[config.mk]
export PLATFORM = sky130hd
export DESIGN_NAME = bfmat_front
export DESIGN_NICKNAME = d
export VERILOG_FILES = /design/src/hdl/bfmat_pkg.sv /design/src/hdl/bfmat_front.sv
export SDC_FILE = /design/constraint.sdc
export NUM_CORES = 1
export LEC_CHECK = 0
export CAP_MARGIN = 30
export CORE_MARGIN = 3
export CORE_UTILIZATION = 50
export DETAILED_ROUTE_END_ITERATION = 7
export DONT_BUFFER_PORTS = 1
export PLACE_DENSITY_LB_ADDON = 0.08
export SKIP_CTS_REPAIR_TIMING = 1
export SYNTH_ARGS = -nofsm -noshare
export SYNTH_HDL_FRONTEND = slang
export SYNTH_SLANG_ARGS = --single-unit
[constraint.sdc]
create_clock -name clk_i -period 13.3 [get_ports clk_i]
set_input_delay 1.995 -clock clk_i [delete_from_list [all_inputs] [get_ports clk_i]]
set_output_delay 1.995 -clock clk_i [all_outputs]
set_load 0.005 [all_outputs]
[src/hdl/bfmat_pkg.sv]
// ---------------------------------------------------------------------------
// bfmat_pkg
// Types, register map, S-box and AES round functions for the MAC tagger.
// ---------------------------------------------------------------------------
package bfmat_pkg;

  localparam int unsigned MAX_BYTES_DEF = 15;
  localparam int unsigned TAG_BYTES     = 8;
  localparam int unsigned TAG_W         = 8 * TAG_BYTES;
  localparam int unsigned MB_W          = 4;
  localparam int unsigned ADDR_W        = 6;

  // Register indexes
  localparam logic [2:0] REG_MAC_LO   = 3'd0;
  localparam logic [2:0] REG_MAC_HI   = 3'd1;
  localparam logic [2:0] REG_NONCE_LO = 3'd2;
  localparam logic [2:0] REG_NONCE_HI = 3'd3;
  localparam logic [2:0] REG_MSG_LEN  = 3'd4;

  typedef enum logic [1:0] {
    OP_REBUILD = 2'd0,
    OP_START   = 2'd1,
    OP_BYTE    = 2'd2,
    OP_NONE    = 2'd3
  } op_e;

  typedef struct packed {
    op_e          op;
    logic [7:0]   data_byte;
    logic         is_last;
    logic [127:0] nonce;
  } item_t;

  localparam logic [7:0] SBOX [0:255] = '{
    8'h63,8'h7c,8'h77,8'h7b,8'hf2,8'h6b,8'h6f,8'hc5,8'h30,8'h01,8'h67,8'h2b,8'hfe,8'hd7,8'hab,8'h76,
    8'hca,8'h82,8'hc9,8'h7d,8'hfa,8'h59,8'h47,8'hf0,8'had,8'hd4,8'ha2,8'haf,8'h9c,8'ha4,8'h72,8'hc0,
    8'hb7,8'hfd,8'h93,8'h26,8'h36,8'h3f,8'hf7,8'hcc,8'h34,8'ha5,8'he5,8'hf1,8'h71,8'hd8,8'h31,8'h15,
    8'h04,8'hc7,8'h23,8'hc3,8'h18,8'h96,8'h05,8'h9a,8'h07,8'h12,8'h80,8'he2,8'heb,8'h27,8'hb2,8'h75,
    8'h09,8'h83,8'h2c,8'h1a,8'h1b,8'h6e,8'h5a,8'ha0,8'h52,8'h3b,8'hd6,8'hb3,8'h29,8'he3,8'h2f,8'h84,
    8'h53,8'hd1,8'h00,8'hed,8'h20,8'hfc,8'hb1,8'h5b,8'h6a,8'hcb,8'hbe,8'h39,8'h4a,8'h4c,8'h58,8'hcf,
    8'hd0,8'hef,8'haa,8'hfb,8'h43,8'h4d,8'h33,8'h85,8'h45,8'hf9,8'h02,8'h7f,8'h50,8'h3c,8'h9f,8'ha8,
    8'h51,8'ha3,8'h40,8'h8f,8'h92,8'h9d,8'h38,8'hf5,8'hbc,8'hb6,8'hda,8'h21,8'h10,8'hff,8'hf3,8'hd2,
    8'hcd,8'h0c,8'h13,8'hec,8'h5f,8'h97,8'h44,8'h17,8'hc4,8'ha7,8'h7e,8'h3d,8'h64,8'h5d,8'h19,8'h73,
    8'h60,8'h81,8'h4f,8'hdc,8'h22,8'h2a,8'h90,8'h88,8'h46,8'hee,8'hb8,8'h14,8'hde,8'h5e,8'h0b,8'hdb,
    8'he0,8'h32,8'h3a,8'h0a,8'h49,8'h06,8'h24,8'h5c,8'hc2,8'hd3,8'hac,8'h62,8'h91,8'h95,8'he4,8'h79,
    8'he7,8'hc8,8'h37,8'h6d,8'h8d,8'hd5,8'h4e,8'ha9,8'h6c,8'h56,8'hf4,8'hea,8'h65,8'h7a,8'hae,8'h08,
    8'hba,8'h78,8'h25,8'h2e,8'h1c,8'ha6,8'hb4,8'hc6,8'he8,8'hdd,8'h74,8'h1f,8'h4b,8'hbd,8'h8b,8'h8a,
    8'h70,8'h3e,8'hb5,8'h66,8'h48,8'h03,8'hf6,8'h0e,8'h61,8'h35,8'h57,8'hb9,8'h86,8'hc1,8'h1d,8'h9e,
    8'he1,8'hf8,8'h98,8'h11,8'h69,8'hd9,8'h8e,8'h94,8'h9b,8'h1e,8'h87,8'he9,8'hce,8'h55,8'h28,8'hdf,
    8'h8c,8'ha1,8'h89,8'h0d,8'hbf,8'he6,8'h42,8'h68,8'h41,8'h99,8'h2d,8'h0f,8'hb0,8'h54,8'hbb,8'h16
  };

  function automatic logic [7:0] xtime(input logic [7:0] x);
    return {x[6:0], 1'b0} ^ (x[7] ? 8'h1b : 8'h00);
  endfunction

  // SubBytes and ShiftRows; byte k sits at bits [8k+7:8k]
  function automatic logic [127:0] sub_shift(input logic [127:0] s);
    logic [127:0] t;
    int unsigned src;
    t = '0;
    for (int c = 0; c < 4; c++) begin
      for (int i = 0; i < 4; i++) begin
        src = i + 4 * ((c + i) % 4);
        t[8*(i+4*c) +: 8] = SBOX[s[8*src +: 8]];
      end
    end
    return t;
  endfunction

  function automatic logic [127:0] mix_cols(input logic [127:0] t);
    logic [127:0] m;
    logic [7:0]   a0, a1, a2, a3, x;
    m = '0;
    for (int c = 0; c < 4; c++) begin
      a0 = t[32*c +: 8];
      a1 = t[32*c+8 +: 8];
      a2 = t[32*c+16 +: 8];
      a3 = t[32*c+24 +: 8];
      x  = a0 ^ a1 ^ a2 ^ a3;
      m[32*c +: 8]    = a0 ^ x ^ xtime(a0 ^ a1);
      m[32*c+8 +: 8]  = a1 ^ x ^ xtime(a1 ^ a2);
      m[32*c+16 +: 8] = a2 ^ x ^ xtime(a2 ^ a3);
      m[32*c+24 +: 8] = a3 ^ x ^ xtime(a3 ^ a0);
    end
    return m;
  endfunction

  // Next AES-128 round key from the current one
  function automatic logic [127:0] key_next(input logic [127:0] k, input logic [7:0] rc);
    logic [31:0]  tw;
    logic [127:0] n;
    tw = {SBOX[k[103:96]], SBOX[k[127:120]], SBOX[k[119:112]], SBOX[k[111:104]] ^ rc};
    n[31:0]   = k[31:0]   ^ tw;
    n[63:32]  = k[63:32]  ^ n[31:0];
    n[95:64]  = k[95:64]  ^ n[63:32];
    n[127:96] = k[127:96] ^ n[95:64];
    return n;
  endfunction

endpackage

[src/hdl/bfmat_front.sv]
// ---------------------------------------------------------------------------
// bfmat_front
// Takes input words, classifies the request and queues them for the back end.
// ---------------------------------------------------------------------------
module bfmat_front import bfmat_pkg::*; (
  input  logic         clk_i,
  input  logic         rst_ni,
  input  logic         in_valid_i,
  output logic         in_stall_o,
  input  logic [1:0]   req_type_i,
  input  logic [7:0]   data_byte_i,
  input  logic         is_last_i,
  input  logic [63:0]  nonce_low_i,
  input  logic [63:0]  nonce_high_i,
  output logic         avail_o,
  input  logic         pop_i,
  output item_t        item_o
);

  item_t       fifo_q [2];
  logic        wptr_q, rptr_q;
  logic [1:0]  count_q;
  logic        push;
  op_e         op;

  // Classify the request code
  always_comb begin
    unique case (req_type_i)
      2'd0:    op = OP_REBUILD;
      2'd1:    op = OP_START;
      2'd2:    op = OP_BYTE;
      default: op = OP_NONE;
    endcase
  end

  assign in_stall_o = count_q[1];
  assign push       = in_valid_i && !in_stall_o;
  assign avail_o    = count_q != 2'd0;
  assign item_o     = fifo_q[rptr_q];

  // Store queued words
  always_ff @(posedge clk_i) begin
    if (push) begin
      fifo_q[wptr_q] <= '{op: op, data_byte: data_byte_i, is_last: is_last_i,
                          nonce: {nonce_high_i, nonce_low_i}};
    end
  end

  // Advance pointers and count
  always_ff @(posedge clk_i or negedge rst_ni) begin
    if (!rst_ni) begin
      wptr_q  <= 1'b0;
      rptr_q  <= 1'b0;
      count_q <= 2'd0;
    end else begin
      if (push) wptr_q <= ~wptr_q;
      if (pop_i) rptr_q <= ~rptr_q;
      count_q <= count_q + 2'(push) - 2'(pop_i);
    end
  end

endmodule

==> flow_summary.yaml <==
synth:
  ys_seq_elements: 282
  synthesis.area_um2: 10600
  synth_nets: 596
  synth_seq_area_share: 0.794
  ys_types: 17
  syn_inst: 452
  syn_area_per_cell_um2: 23.5
  yosys_warnings: 0
worst_setup_path:
  crit-reg2reg-launch: "count_q[1]"
  required_ns: 11.31
  arrival_ns: 2.44
  startpoint_type: "flip-flop"
  cp-end-kind: "output pin"
  cp_max_fo: 54
  r2r_end: "fifo_q[1][31]"
  worst-setup-path-type: "reg2out"
  r2r_cells: 5
  rrSetupSlack_ns: 10.64
finish:
  final_cell_mix: "edfxtp_1, mux2_4, mux2_2"
  final_layout_size_suffix_gt1_frac: 0.395
  syn_to_final_growth_pct: 12.2
  antenna_cells: 0
  fin_area_um2: 11900
  nets: 617
  layout_commonest_cell: "edfxtp_1"
run_status:
  run_status: "finished clean"
sta:
  finalCriticalPeriod_ns: 4.43
  hold_violations: 0
  post-route-period-util: 0.333
  relSlewSlack: 0.420
  tightest_slew_ns: 0.870
  slew_viol_final: 0
  final-setup-viol-count: 0
  fmax_ghz: 0.226
  tns_ns: 0
  rsz0062_at_grt: "false"
  setup_ws_ns: 8.87
  fin_skew_ns: 0.00845
global_route:
  grt_antenna_before_repair: 0
  grt_max_degree: 70
  grt_pass1_wl_um: 26400
  grt_pass1_vias: 4265
  grt_use_total: 0.148
  grt-ovfl-total: 0
worst_hold_path:
  holdPathEnd: "count_q[0]"
  holdPathStages: 1
  min_from: "count_q[0]"
  hp-class: "reg2reg"
drt:
  viasPerCell: 5.38
  dr_wl_met2_um: 9120
  wl_per_cell_um: 23.7
  wl_met3_um: 2450
  first_pass_iters: 4
  routed_wl_um: 18100
  vias: 4113
  ant_nets: 0
  drc: 0
  drt_iter0_markers: 189
  highest_layer: "met4"
  m1WireLength_um: 6210
clock_tree:
  cts_buffer_depth: 3
  cts_tree: "done"
  cts.sinks: 282
  cts-root-buf: "clkbuf_16"
  clk_latency_ns: 0.52
  numCtsBuffers: 28
  htreeDepth: 1
  clk_pin_slew_worst_paths_ns: 0.06
power_and_ir_drop:
  p_sw_uw: 673
  cellInternalPower_uw: 2000
  power.density_nw_per_um2: 224
  p_sw_frac: 0.252
  pwr-share-seq: 0.462
  power_frac_comb: 0.234
  p_leak_uw: 0.00417
  ir_worst_vdd_v: 0.000184
  p_clk_frac: 0.304
floorplan:
  ioPinCount: 284
  start_util: 0.518
  die_w_um: 152
  core_area_um2: 20600
  rows: 52
  dieArea_um2: 23100
  die_h_um: 152
run:
  maxCapViolations: 0
placement:
  hpwlAfterDp_um: 12100
  pre_cts_ws_ns: 9.16
  gp_congestion: 0.710
  place_area_um2: 11000
  io_buffers: 0
## through the flow
| step | utilization | power [µW] | std cells | hold WS (ns) |
|---|---|---|---|---|
| 2_1_floorplan | - | 1810 | 452 | 0.468 |
| 5_1_grt | 0.581 | 2790 | 764 | 0.523 |
| 6_report | 0.581 | 2670 | 764 | 0.503 |
| 3_3_place_gp | 0.529 | 1880 | 710 | 0.486 |
| 4_1_cts | 0.581 | 2720 | 764 | 0.512 |
| 3_5_place_dp | 0.533 | 1900 | 713 | 0.495 |
## layer usage
metal / vias to the layer above / GRT usage
li1: 1836 / -
met1: 2053 / 0.160
met2: 199 / 0.249
met3: 25 / 0.0876
met4: 0 / 0.0364
met5: - / 0
## kinds of logic (layout without fill, tap and decap cells)
kind of cell | after synthesis | in the layout | share of synthesized area
compound gates | 1 | 1 | 0.000470
buf+inv | 20 | 62 | 0.0163
simple gates | 5 | 5 | 0.00259
flops | 282 | 282 | 0.794
xor+xnor | 4 | 4 | 0.00329
fa+ha+maj | 1 | 1 | 0.00118
mux | 139 | 139 | 0.182
## synthesized netlist by cell type, drive strengths merged
| master | number | area share |
|---|---|---|
| dfrtp | 4 | 0.0094 |
| clkbuf | 2 | 0.00071 |
| inv | 2 | 0.00071 |
| xor2 | 1 | 0.00082 |
| nor2 | 2 | 0.00071 |
| buf | 16 | 0.015 |
| xnor2 | 3 | 0.0025 |
| mux2 | 139 | 0.18 |
| edfxtp | 278 | 0.78 |
| ha | 1 | 0.0012 |
| a21oi | 1 | 0.00047 |
| nor3b | 1 | 0.00071 |
| nand2b | 1 | 0.00059 |
| or2 | 1 | 0.00059 |
## area by class of cell
type | instances | area [µm²]
inverters | 2 | 7.51
clock inverters | 21 | 253
fillers | 1524 | 8620
well taps | 270 | 338
repair buffers | 9 | 128
flip-flops and latches | 282 | 8450
multi-input cells | 150 | 2040
clock buffers | 30 | 729
## registers in the layout, summed over array words and instances (netlist names)
register and count:
rptr_q 1, fifo_q 278, count_q 2, wptr_q 1
## worst max-delay path, cell delays in order, from the launching register on
cell and delay, ns:
dfrtp_4 0.67, buf_4 0.75, mux2_2 0.45
## worst max-delay path by stage
stage / from / to / slack [ns] / cells past startpoint
finish: rptr_q / item_o[0] / 8.87 / 2
global route: rptr_q / item_o[4] / 8.71 / 2
CTS: rptr_q / item_o[100] / 8.81 / 3
detailed placement: in_valid_i / fifo_q[1][76] / 9.16 / 5
global placement: in_valid_i / fifo_q[0][29] / 8.94 / 4
floorplan: in_valid_i / fifo_q[0][0] / 4.76 / 2
## power by group through the flow
stage / clock network [µW] / registers [µW] / logic, µW
6_report: 812 / 1240 / 625
2_1_floorplan: 0 / 1270 / 542
3_5_place_dp: 0 / 1260 / 645
5_1_grt: 870 / 1250 / 673
4_1_cts: 836 / 1240 / 646
3_3_place_gp: 0 / 1250 / 628
Note: power is estimated with default switching activity, not from simulation.
